[src/rtl/astcm_pkg.sv]
// ---------------------------------------------------------------------------
// astcm_pkg
// Shared types and constants for the tile collision box mover.
// ---------------------------------------------------------------------------
package astcm_pkg;

    localparam int MAP_COLS_DEF    = 32;
    localparam int MAP_ROWS_DEF    = 30;
    localparam int BOX_W_TILES_DEF = 2;
    localparam int BOX_H_TILES_DEF = 2;

    localparam logic [7:0] BEH_SOLID = 8'd1;
    localparam logic [7:0] BEH_WALL  = 8'd2;

    localparam logic [1:0] ACT_WRITE = 2'd0;
    localparam logic [1:0] ACT_PLACE = 2'd1;
    localparam logic [1:0] ACT_MOVE  = 2'd2;
    localparam logic [1:0] ACT_NONE  = 2'd3;

    typedef struct packed {
        logic [7:0] pos;
        logic [7:0] frac;
    } axis_t;

    function automatic int axis_limit(input int tiles, input int box_tiles);
        int lim;
        lim = tiles * 8 - box_tiles * 8;
        if (lim < 0) begin
            lim = 0;
        end
        if (lim > 255) begin
            lim = 255;
        end
        return lim;
    endfunction

endpackage

[src/rtl/astcm_probe.sv]
// ---------------------------------------------------------------------------
// astcm_probe
// Probe point generator: map address and on-map flag for one of five points.
// ---------------------------------------------------------------------------
module astcm_probe #(
    parameter int MAP_COLS    = astcm_pkg::MAP_COLS_DEF,
    parameter int MAP_ROWS    = astcm_pkg::MAP_ROWS_DEF,
    parameter int BOX_W_TILES = astcm_pkg::BOX_W_TILES_DEF,
    parameter int BOX_H_TILES = astcm_pkg::BOX_H_TILES_DEF,
    localparam int AW         = $clog2(MAP_COLS * MAP_ROWS)
) (
    input  logic [7:0]    bx,
    input  logic [7:0]    by,
    input  logic [2:0]    sel,
    output logic [AW-1:0] addr,
    output logic          on_map
);

    logic [8:0]  x_far;
    logic [8:0]  x_mid;
    logic [8:0]  y_far;
    logic [8:0]  y_mid;
    logic [5:0]  c0;
    logic [5:0]  c1;
    logic [5:0]  cm;
    logic [5:0]  r0;
    logic [5:0]  r1;
    logic [5:0]  rm;
    logic [5:0]  col;
    logic [5:0]  row;
    logic [12:0] lin;

    always_comb begin
        x_far = {1'b0, bx} + 9'(BOX_W_TILES * 8 - 1);
        x_mid = {1'b0, bx} + 9'(BOX_W_TILES * 4);
        y_far = {1'b0, by} + 9'(BOX_H_TILES * 8 - 1);
        y_mid = {1'b0, by} + 9'(BOX_H_TILES * 4);
        c0 = {1'b0, bx[7:3]};
        c1 = x_far[8:3];
        cm = x_mid[8:3];
        r0 = {1'b0, by[7:3]};
        r1 = y_far[8:3];
        rm = y_mid[8:3];
        unique case (sel)
            3'd0: begin
                col = c0;
                row = r0;
            end
            3'd1: begin
                col = c1;
                row = r0;
            end
            3'd2: begin
                col = c0;
                row = r1;
            end
            3'd3: begin
                col = c1;
                row = r1;
            end
            default: begin
                col = cm;
                row = rm;
            end
        endcase
        on_map = ({1'b0, col} < 7'(MAP_COLS)) && ({1'b0, row} < 7'(MAP_ROWS));
        lin    = 13'(row) * 13'(MAP_COLS) + 13'(col);
        addr   = lin[AW-1:0];
    end

endmodule
[config.mk]
export PLATFORM = sky130hd
export DESIGN_NAME = astcm_probe
export DESIGN_NICKNAME = d
export VERILOG_FILES = /design/src/rtl/astcm_pkg.sv /design/src/rtl/astcm_probe.sv
export SDC_FILE = /design/constraint.sdc
export NUM_CORES = 1
export LEC_CHECK = 0
export ABC_AREA = 1
export BUFFER_PORTS_ARGS = -buffer_cell sky130_fd_sc_hd__buf_2
export CAP_MARGIN = 5
export CORE_MARGIN = 4
export CORE_UTILIZATION = 44
export DETAILED_ROUTE_END_ITERATION = 8
export PLACE_DENSITY_LB_ADDON = 0.1
export SYNTH_ARGS = -nofsm -noshare
export SYNTH_HDL_FRONTEND = slang
export SYNTH_SLANG_ARGS = --single-unit
[constraint.sdc]
create_clock -name vclk -period 1.3
set_input_delay 0.13 -clock vclk [all_inputs]
set_output_delay 0.13 -clock vclk [all_outputs]
set_load 0.005 [all_outputs]
==> out/metrics.yaml, run 1 <==
yosys:
  yosysUniqueCellTypes: 20
  synth_cells: 105
  ys_seq_area_share_pct: 0
  synth_area_um2: 576
  yosysWarnings: 0
  syn_nets: 130
  avgSynthCellArea_um2: 5.48
placed_design:
  place.gp.congestion: 0.770
  io_buffers: 30
  place_hpwl_mm: 1.56
  dpl.cell_count: 169
  dp_slack_ns: -0.308
clock_network:
  cts_hold_buf: 0
floorplan:
  die_height_um: 44.2
  ios: 30
  die-width_um: 44.2
  start_util_pct: 49.1
  std_cell_rows: 12
timing:
  endpoint_type: "top-level output"
  postGrtWorstEndpoint: "addr[9]"
run_status:
  first-error: "[ERROR DPL-0033] detailed placement checks failed during check placement."
  haltStage: "global routing (5_1_grt)"
  status: "stopped before the end"
grt:
  antenna_found_initial: 0
  grt_max_degree: 8
kinds of logic after synthesis:
logic type                 share of synthesized area, %
and+or+nand+nor                                    49.3
buffers and inverters                              16.3
AOI/OAI and AO/OA                                  12.2
adders and majority gates                          13.0
xor gates and xnor gates                           9.13
cell usage after synthesis:
| master | count | area share (%) |
|---|---|---|
| o211ai_1 | 1 | 1.3 |
| ha_1 | 6 | 13 |
| nand3_1 | 10 | 8.7 |
| inv_1 | 22 | 14 |
| nand2_1 | 26 | 17 |
| a31oi_1 | 1 | 1.1 |
| xnor2_1 | 2 | 3.0 |
| a21oi_4 | 1 | 2.8 |
| nand2_4 | 1 | 2.0 |
| o21ai_0 | 1 | 0.87 |
| o21ai_1 | 4 | 3.5 |
| nand3_2 | 2 | 3.5 |
| nand2_2 | 5 | 5.4 |
| and2_1 | 1 | 1.1 |
| xor2_1 | 4 | 6.1 |
| a21oi_1 | 3 | 2.6 |
| nor2_1 | 8 | 5.2 |
| buf_6 | 1 | 2.0 |
| nor2_2 | 2 | 2.2 |
| nand4_1 | 4 | 4.3 |
repair_timing:
action                     CTS
setup endpoints to repair    6
gates resized for setup     21
buffers inserted             3
pin swaps                   20
cloned                       0
metrics by stage:
step	cell area [µm²]	setup TNS [ns]
after CTS	1070	-1.02
after floorplan	619	0
after global placement	946	-0.904
after detailed placement	946	-1.34
==> run 2, diff against run 1 <==
- CORE_AREA: unset -> 4 4 65 67
- CORE_MARGIN: 4 -> unset
- CORE_UTILIZATION: 44 -> unset
- DIE_AREA: unset -> 0 0 69 71
- PLACE_DENSITY_LB_ADDON: 0.1 -> 0.15
- clock period: 1.3 -> 1.7 ns (I/O delays scaled with it)
==> out/metrics.yaml, run 2 <==
run_status:
  status: "finished, final reports clean"
placed_design:
  place_hpwl_mm: 1.49
  place_area_um2: 865
  dp_slack_ns: -0.0426
  dpl.cell_count: 194
  io_buffers: 30
  place.gp.congestion: 0.755
power:
  power_frac_seq_pct: 0
  ir_worst_vdd_mv: 0.0588
  intPower_uw: 97.6
  power_uw: 210
  switching_share_pct: 53.6
  combinationalPowerShare_pct: 100.0
  leakagePower_nw: 0.516
  netSwitchingPower_uw: 113
  p_per_area_nw_per_um2: 230
  clkPwrFrac_pct: 0
floorplan:
  std_cell_rows: 22
  ios: 30
  die-width_um: 69
  start_util_pct: 15.8
  die_height_um: 71
  core_area_um2: 3630
  die-area_um2: 4900
routing:
  met2_length_um: 791
  drtIter0Drc: 26
  wl_met3_um: 58
  drc: 0
  drt-total-wl_mm: 1.63
  drt-met1-wl_um: 776
  via_count: 747
  wire_per_inst_um: 8.38
  dr.pass1.iters: 4
  postRouteAntennaNets: 0
  top_layer_used: "met3"
  vias_per_cell: 3.85
finish:
  final_common_cell: "buf_2"
  seq_cells: 0
  seq_area_um2: 0
  stdcell_count: 194
  final_cell_area_um2: 916
  layout_common_cells: "29 x buf_2, 24 x nand2_1, 21 x inv_1, 13 x buf_4, 10 x nand3_1"
  area_growth_pct: 59.1
  n_fill_cell: 434
  num_antenna_cells: 0
  nets: 173
  fin_util_pct: 25.2
  final_layout_size_suffix_gt1_share_pct: 41.8
  clkbuf_count: 0
yosys:
  synth_commonest_cells: "26 x nand2_1, 22 x inv_1, 10 x nand3_1, 8 x nor2_1, 6 x ha_1"
  yosysUniqueCellTypes: 20
  yosysMostFrequentCell: "nand2_1"
  yosys.area_share.simple_pct: 49.3
  syn_nets: 130
  synth_area_um2: 576
  ys_seq_area_share_pct: 0
  avgSynthCellArea_um2: 5.48
  synth_top_family_by_area: "simple AND/OR/NAND/NOR gates"
  synth_area_leader_cell: "nand2_1"
  synthAdderAreaFrac_pct: 13.0
  synth_top_area_share_pct: 17.0
  synth_cells: 105
  synthMuxAreaShare_pct: 0
  synth_area_leaders: "nand2_1 17%, inv_1 14%, ha_1 13%"
  synth-compound-area-share_pct: 12.2
  yosysWarnings: 0
  synth_xor_area_share_pct: 9.13
hold_path:
  hold_path_startpoint: "bx[7]"
  hold_path_end: "addr[4]"
  whs_path_depth: 3
  hp-class: "input pin to output pin"
setup_path:
  start_kind: "input pin"
  critPathCaptureType: "output pin"
  cp_common_cell: "nand2_1"
  cp.required_ns: 1.53
  slowest_stage: "ha_4"
  cpPeakStageDelay_ns: 0.16
  path_max_fanout: 3
  crit_type: "input pin to output pin"
  critical_path.cell_chain: "buf_2 -> nor2_2 -> nand2_1 -> o21ai_1 -> nand2_1 -> and2_4 -> ha_4 -> ha_4 -> nand3_1 -> nand2_1 -> nand2_1 -> buf_2"
  worstPathArrival_ns: 1.41
timing:
  slew_violations: 0
  finalHoldViolCount: 0
  rsz0062_at_grt: "no"
  setup-violations-final: 0
  fin_crit_sh_pct: 92.7
  hold_slack_ns: 0.626
  maxSlewHeadroom_pct: 85.2
  tightest_slew_ns: 0.221
  setup_slack_ns: 0.124
  fin_tns_setup_ns: 0
  finalCriticalPeriod_ns: 1.58
  timing.fmax_mhz: 635
grt:
  grt_pass1_wl_mm: 2.87
  grt_max_degree: 11
  grt_pass1_vias: 716
  grt_usage_pct: 6.43
  gr-total-overflow: 0
  antenna_found_initial: 0
run:
  maxCapViolations: 0
clock_network:
  cts_hold_buf: 0
  cts_setup_buffers: 0
[run 2: cell counts after synthesis]
No cell type changed its count.
[run 2: worst max-delay path by stage]
stage	start	endpoint	slack (ns)	cells past startpoint
2_1_floorplan	bx[2]	addr[9]	0.22	10
3_3_place_gp	bx[2]	addr[9]	-0.03	12
3_5_place_dp	bx[2]	addr[9]	-0.04	12
4_1_cts	bx[2]	addr[9]	0.01	12
5_1_grt	by[1]	addr[9]	0.006	12
6_report	bx[2]	addr[9]	0.12	12
[run 2: kinds of logic after synthesis]
family / Yosys count
AOI/OAI and AO/OA: 11
xor gates and xnor gates: 6
and+or+nand+nor: 59
adders and majority gates: 6
buffers and inverters: 23
[run 2: layout make-up]
class	count	area [µm²]	area share (%)
timing repair buffer	42	243	26.5
multi-input combinational	82	531	57.9
inverter	22	82.6	9.02
tap	48	60.1	6.56
[run 2: power by group through the flow]
stage,clock (mW),combinational [mW],sequential [mW]
2_1_floorplan,0,0.107,0
3_3_place_gp,0,0.201,0
3_5_place_dp,0,0.202,0
4_1_cts,0,0.203,0
5_1_grt,0,0.241,0
6_report,0,0.210,0
[run 2: timing repair]
item                       4_1_cts  5_1_grt
resized for setup                2       11
cloned                           0        0
setup endpoints to repair        2        4
pin swaps                        0        5
[run 2: metal layers]
layer / GRT usage, % / vias up
met5: 0 / -
met4: 0 / 0
met3: 0.284 / 0
met2: 12.5 / 13
met1: 8.27 / 321
li1: - / 413
[run 2: worst max-delay path, delay by kind of cell]
| family | cells | cell delay (ns) |
|---|---|---|
| adders and majority gates | 2 | 0.32 |
| and+or+nand+nor | 7 | 0.58 |
| AOI/OAI and AO/OA | 1 | 0.12 |
| buffers and inverters | 2 | 0.20 |
Note: power is estimated with default switching activity, not from simulation.
