**src/rtl/astcm_pkg.sv**
```systemverilog
// ---------------------------------------------------------------------------
// astcm_pkg
// Shared types and constants for the tile collision box mover.
// ---------------------------------------------------------------------------
package astcm_pkg;

    localparam int MAP_COLS_DEF    = 32;
    localparam int MAP_ROWS_DEF    = 30;
    localparam int BOX_W_TILES_DEF = 2;
    localparam int BOX_H_TILES_DEF = 2;

    localparam logic [7:0] BEH_SOLID = 8'd1;
    localparam logic [7:0] BEH_WALL  = 8'd2;

    localparam logic [1:0] ACT_WRITE = 2'd0;
    localparam logic [1:0] ACT_PLACE = 2'd1;
    localparam logic [1:0] ACT_MOVE  = 2'd2;
    localparam logic [1:0] ACT_NONE  = 2'd3;

    typedef struct packed {
        logic [7:0] pos;
        logic [7:0] frac;
    } axis_t;

    function automatic int axis_limit(input int tiles, input int box_tiles);
        int lim;
        lim = tiles * 8 - box_tiles * 8;
        if (lim < 0) begin
            lim = 0;
        end
        if (lim > 255) begin
            lim = 255;
        end
        return lim;
    endfunction

endpackage

```
**src/rtl/astcm_integrate.sv**
```systemverilog
// ---------------------------------------------------------------------------
// astcm_integrate
// Shared axis unit: add 8.8 velocity to position:fraction, clamp to 0..lim.
// ---------------------------------------------------------------------------
module astcm_integrate (
    input  astcm_pkg::axis_t    cur,
    input  logic signed [15:0]  vel,
    input  logic [7:0]          lim,
    output astcm_pkg::axis_t    nxt
);

    logic signed [16:0] acc;
    logic signed [8:0]  whole;
    logic signed [9:0]  np;
    logic signed [9:0]  lim_ext;

    always_comb begin
        acc     = $signed({9'd0, cur.frac}) + $signed({vel[15], vel});
        whole   = acc[16:8];
        np      = $signed({2'b00, cur.pos}) + $signed({whole[8], whole});
        lim_ext = $signed({2'b00, lim});
        nxt.frac = acc[7:0];
        nxt.pos  = np[7:0];
        if (np[9]) begin
            nxt.pos  = 8'd0;
            nxt.frac = 8'd0;
        end else if (np > lim_ext) begin
            nxt.pos  = lim;
            nxt.frac = 8'd0;
        end
    end

endmodule

```
**config.mk**
```make
export PLATFORM = sky130hd
export DESIGN_NAME = astcm_integrate
export DESIGN_NICKNAME = d
export VERILOG_FILES = /design/src/rtl/astcm_pkg.sv /design/src/rtl/astcm_integrate.sv
export SDC_FILE = /design/constraint.sdc
export NUM_CORES = 1
export LEC_CHECK = 0
export ABC_AREA = 1
export BUFFER_PORTS_ARGS = -buffer_cell sky130_fd_sc_hd__buf_2
export CAP_MARGIN = 20
export CORE_MARGIN = 3
export CORE_UTILIZATION = 51
export DETAILED_ROUTE_END_ITERATION = 10
export MAX_ROUTING_LAYER = met4
export PLACE_DENSITY = 0.84
export SLEW_MARGIN = 15
export SYNTH_ARGS = -nofsm -noshare
export SYNTH_HDL_FRONTEND = slang
export SYNTH_SLANG_ARGS = --single-unit
```
**constraint.sdc**
```tcl
create_clock -name vclk -period 4.27
set_input_delay 0.2135 -clock vclk [all_inputs]
set_output_delay 0.2135 -clock vclk [all_outputs]
set_load 0.1 [all_outputs]
```
==> flow_metrics.env, run 1 <==
export IMPL_worst_pin_slew_ns=0.317
export IMPL_core_area_um2=2340
export IMPL_syn_num_nets=287
export IMPL_power_internal_uw=246
export IMPL_final_hold_viol_count=0
export IMPL_viasPerCell=5.79
export IMPL_area_growth_pct=56.1
export IMPL_power_uw=702
export IMPL_antenna_found_initial=0
export IMPL_hold_buffers=0
export IMPL_p_comb_share_pct=100.0
export IMPL_grt_first_pass_wirelength_um=5730
export IMPL_hold_class="input pin to output port"
export IMPL_routed_wl_um=4980
export IMPL_drv_slew=0
export IMPL_die_w_um=57.0
export IMPL_drt_initial_drc_count=96
export IMPL_worst_slack_ns=-0.0739
export IMPL_die_area_um2=3250
export IMPL_crit_path_max_incr_delay_ns=0.36
export IMPL_grt_util_met2_pct=38.5
export IMPL_dr_pass1_iters=4
export IMPL_finalNonFillerCells=307
export IMPL_synth_cells=221
export IMPL_setup_viol=16
export IMPL_grt_pass1_vias=1410
export IMPL_diodes=0
export IMPL_p_seq_share_pct=0
export IMPL_dp_worst_setup_slack_ns=0.0160
export IMPL_die_h_um=57.0
export IMPL_crit_slowest_cell="ha_1"
export IMPL_drive_above_1_share_pct=37.6
export IMPL_p_sw_share_pct=64.9
export IMPL_drc=0
export IMPL_p_leak_nw=1.12
export IMPL_path_max_fanout=8
export IMPL_fin_nets=347
export IMPL_failed_checks="setup timing"
export IMPL_cap_violations=0
export IMPL_port_buffers=56
export IMPL_busiest_layer="met2"
export IMPL_grtUsageMet3_pct=0.905
export IMPL_dp_cells=304
export IMPL_ant_nets=0
export IMPL_start_util_pct=56.7
export IMPL_period_share_pct=102
export IMPL_worstSetupStartpointType="input pin"
export IMPL_min_period_ns=4.34
export IMPL_groute_layer_met1_usage_pct=27.0
export IMPL_switchingPower_uw=456
export IMPL_critPathKind="input pin to output port"
export IMPL_dp_hpwl_um=3110
export IMPL_post_route_util_pct=88.6
export IMPL_avgSynthCellArea_um2=6.01
export IMPL_yosysSeqAreaShare_pct=0
export IMPL_grt_max_degree=18
export IMPL_vdd_drop_max_mv=0.341
export IMPL_overflow=0
export IMPL_row_count=17
export IMPL_clock_buffers=0
export IMPL_holdWs_ns=0.849
export IMPL_max_freq_mhz=230
export IMPL_cp_end_kind="output port"
export IMPL_path_buf_inv=8
export IMPL_synth_cell_types=22
export IMPL_gp_congestion=0.918
export IMPL_ioPinCount=56
export IMPL_flops_and_latches=0
export IMPL_power_density_nw_per_um2=339
export IMPL_crit_required_ns=4.06
export IMPL_grtUsageTotal_pct=21.2
export IMPL_seq_area_um2=0
export IMPL_slew_headroom_pct=78.7
export IMPL_wl_per_cell_um=16.2
export IMPL_netlist_area_um2=1330
export IMPL_cp_top_family="simple AND/OR/NAND/NOR gates"
export IMPL_outcome="finished, violations left"
export IMPL_yosysWarnings=0
export IMPL_clkPwrFrac_pct=0
export IMPL_arrival_ns=4.13
export IMPL_via_count=1776
-- worst paths after layout --
kind	start	endpoint	slack, ns	cells after the start
setup / recovery	cur[0]	nxt[14]	-0.07	27
hold / removal	lim[3]	nxt[11]	0.85	4
-- cell type report --
type	count	area, um^2
Multi-Input combinational cell	179	1340
Timing Repair Buffer	59	547
Fill cell	122	268
Tap cell	28	35.0
Inverter	41	154
-- logic make-up (layout without fill, tap and decap cells) --
family	after synthesis	count (layout)	share of synthesized area, %
adder cells (fa/ha/maj)	26	26	25.6
buffers and inverters	43	100	13.0
AND/OR/NAND/NOR	114	115	40.2
AO/OA/AOI/OAI	18	18	8.01
XOR/XNOR	20	20	13.2
-- per-stage QoR --
step / setup TNS [ns] / cell area (um^2)
finish: -0.628 / 2070
global route: -5.30 / 2070
CTS: 0 / 1870
detailed placement: 0 / 1870
global placement: 0 / 1870
floorplan: -2.81 / 1330
-- Yosys cell counts --
cell type | count | area (um^2)
nor3_1 | 1 | 5.00
nand2_1 | 55 | 206
xnor2_1 | 8 | 70.1
nor2_2 | 2 | 12.5
inv_1 | 41 | 154
ha_1 | 24 | 300
nand2_4 | 2 | 22.5
a31oi_1 | 1 | 6.26
buf_6 | 1 | 11.3
buf_4 | 1 | 7.51
nand3_4 | 1 | 17.5
a21oi_2 | 2 | 17.5
fa_1 | 2 | 40.0
nand2_2 | 5 | 31.3
o211ai_1 | 1 | 7.51
nor2_1 | 14 | 52.6
o21ai_0 | 1 | 5.00
a21oi_1 | 11 | 55.1
o21bai_1 | 2 | 15.0
nand3_1 | 22 | 110
nand4_1 | 12 | 75.1
xor2_1 | 12 | 105
-- per-layer routing --
layer  up-vias  part of all wire [%]
met1       803                    40
met5         -                     0
met4         0                   4.6
li1        836                     -
met2       111                    48
met3        26                   7.5
-- placed cells by master (no fill, tap or decap), types with 2 or more instances in the layout --
cell type / Yosys / final
a21oi_2: 2 / 6
nand4_1: 12 / 12
nand3_4: 1 / 2
nand3_2: 0 / 2
o21bai_1: 2 / 2
buf_12: 0 / 16
ha_1: 24 / 18
inv_1: 41 / 41
buf_4: 1 / 2
nand2_1: 55 / 47
fa_2: 0 / 2
nand3_1: 22 / 20
xor2_1: 12 / 12
nor2_2: 2 / 9
xnor2_2: 0 / 2
nand2_2: 5 / 13
nor2_1: 14 / 7
ha_4: 0 / 5
nand2_4: 2 / 2
a21oi_1: 11 / 6
buf_2: 0 / 40
xnor2_1: 8 / 6
-- power by group through the flow --
stage	Sequential, mW	Combinational (mW)	Clock (mW)
global placement	0	0.613	0
global route	0	0.741	0
finish	0	0.702	0
detailed placement	0	0.622	0
floorplan	0	0.422	0
CTS	0	0.623	0
-- timing repair --
action | CTS | global route
hold endpoints to repair | 0 | 0
resized for setup | 0 | 38
buffers inserted | 0 | 2
endpoints found under the setup margin | 0 | 16
Power figures use the tool's default switching activity.
==> run 2: changes to the inputs <==
- GPL_TIMING_DRIVEN: unset -> 0
- TNS_END_PERCENT: unset -> 20
==> flow_metrics.env, run 2 (same netlist as run 1, synthesis figures left out) <==
export IMPL_outcome="finished, violations left"
export IMPL_failed_checks="setup timing"
export IMPL_clkPwrFrac_pct=0
export IMPL_crit_top_cell="nand2_1"
export IMPL_max_freq_mhz=226
export IMPL_final_common_cell="nand2_1"
export IMPL_fillers=88
export IMPL_routed_wl_um=5610
export IMPL_switchingPower_uw=478
export IMPL_holdWs_ns=0.841
export IMPL_drv_slew=0
export IMPL_crit_path_max_incr_delay_ns=0.40
export IMPL_setup_viol=16
export IMPL_die_h_um=57.0
export IMPL_vdd_drop_max_mv=0.328
export IMPL_start_util_pct=56.7
export IMPL_overflow=0
export IMPL_dp_hpwl_um=2810
export IMPL_placed_cell_area_um2=1640
export IMPL_path_buf_inv=6
export IMPL_min_period_ns=4.43
export IMPL_final_cell_mix="48 x nand2_1, 40 x buf_2, 39 x inv_1"
export IMPL_drt_initial_drc_count=206
export IMPL_diodes=0
export IMPL_flops_and_latches=0
export IMPL_drc=0
export IMPL_core_area_um2=2340
export IMPL_via_count=1889
export IMPL_power_density_nw_per_um2=338
export IMPL_grtUsageTotal_pct=21.0
export IMPL_drive_above_1_share_pct=42.1
export IMPL_grt_max_degree=11
export IMPL_cap_violations=0
export IMPL_p_seq_share_pct=0
export IMPL_period_share_pct=104
export IMPL_dr_pass1_iters=6
export IMPL_crit_slowest_cell="fa_2"
export IMPL_worst_pin_slew_ns=0.320
export IMPL_viasPerCell=5.94
export IMPL_power_internal_uw=244
export IMPL_crit_required_ns=4.06
export IMPL_final_hold_viol_count=0
export IMPL_die_w_um=57.0
export IMPL_gp_congestion=0.832
export IMPL_cp_top_family="simple AND/OR/NAND/NOR gates"
export IMPL_grt_first_pass_wirelength_um=5730
export IMPL_port_buffers=56
export IMPL_slew_headroom_pct=78.5
export IMPL_antenna_found_initial=0
export IMPL_worst_slack_ns=-0.160
export IMPL_ioPinCount=56
export IMPL_seq_area_um2=0
export IMPL_critPathKind="input pin to output port"
export IMPL_fin_nets=358
export IMPL_p_leak_nw=1.16
export IMPL_area_growth_pct=61.0
export IMPL_path_max_fanout=8
export IMPL_ant_nets=0
export IMPL_fin_area_um2=2140
export IMPL_worstSetupStartpointType="input pin"
export IMPL_hold_class="input pin to output port"
export IMPL_die_area_um2=3250
export IMPL_wl_per_cell_um=17.6
export IMPL_grt_pass1_vias=1449
export IMPL_p_comb_share_pct=100.0
export IMPL_p_sw_share_pct=66.2
export IMPL_row_count=17
export IMPL_clock_buffers=0
export IMPL_arrival_ns=4.22
export IMPL_cp_end_kind="output port"
==> run 2: path summary, 6_finish.rpt <==
| check | start | end | slack (ns) | cells after the start |
|---|---|---|---|---|
| max | cur[2] | nxt[3] | -0.16 | 28 |
| min | lim[5] | nxt[13] | 0.84 | 4 |
==> run 2: layout make-up <==
| type | instances | area [um^2] | share of cell area [%] |
|---|---|---|---|
| multi-input cells | 178 | 1380 | 64.5 |
| repair buffers | 69 | 547 | 25.6 |
| inverters | 41 | 154 | 7.20 |
| well taps | 28 | 35.0 | 1.64 |
| plain buffers | 2 | 22.5 | 1.05 |
==> run 2: power groups by stage <==
stage	Clock (mW)	Combinational, mW	Sequential, mW
global placement	0	0.507	0
finish	0	0.722	0
floorplan	0	0.422	0
global route	0	0.755	0
detailed placement	0	0.515	0
CTS	0	0.565	0
==> run 2: what timing repair did <==
action,4_1_cts,5_1_grt
setup endpoints to repair,16,16
gates cloned,0,1
setup buffers,4,8
resized for setup,30,64
pin swaps,4,17
endpoints found under the hold margin,0,0
hold buffers,0,0
==> run 2: tightest hold or removal path: cells and delay by family <==
family,cells,cell delay [ns]
buf+inv,2,0.28
simple gates,2,0.13
==> run 2: routing by layer <==
metal | share of wire [%] | routed length (um) | track usage (%) | vias up
li1 | - | - | - | 860
met1 | 36 | 1990 | 26.6 | 837
met2 | 50 | 2820 | 38.5 | 146
met3 | 7.8 | 439 | 0.905 | 46
met4 | 6.4 | 357 | 0.993 | 0
met5 | 0 | 0 | - | -
==> run 2: through the flow <==
stage / setup WS, ns / setup TNS [ns] / std cells / power [mW] / util (%)
3_3_place_gp: -0.249 / -2.90 / 305 / 0.507 / 70.2
3_5_place_dp: -0.292 / -3.53 / 305 / 0.515 / 70.2
4_1_cts: 0.0214 / 0 / 309 / 0.565 / 75.6
2_1_floorplan: -0.467 / -2.81 / 221 / 0.422 / -
6_report: -0.160 / -1.78 / 318 / 0.722 / 91.3
5_1_grt: -0.377 / -5.07 / 318 / 0.755 / 91.3
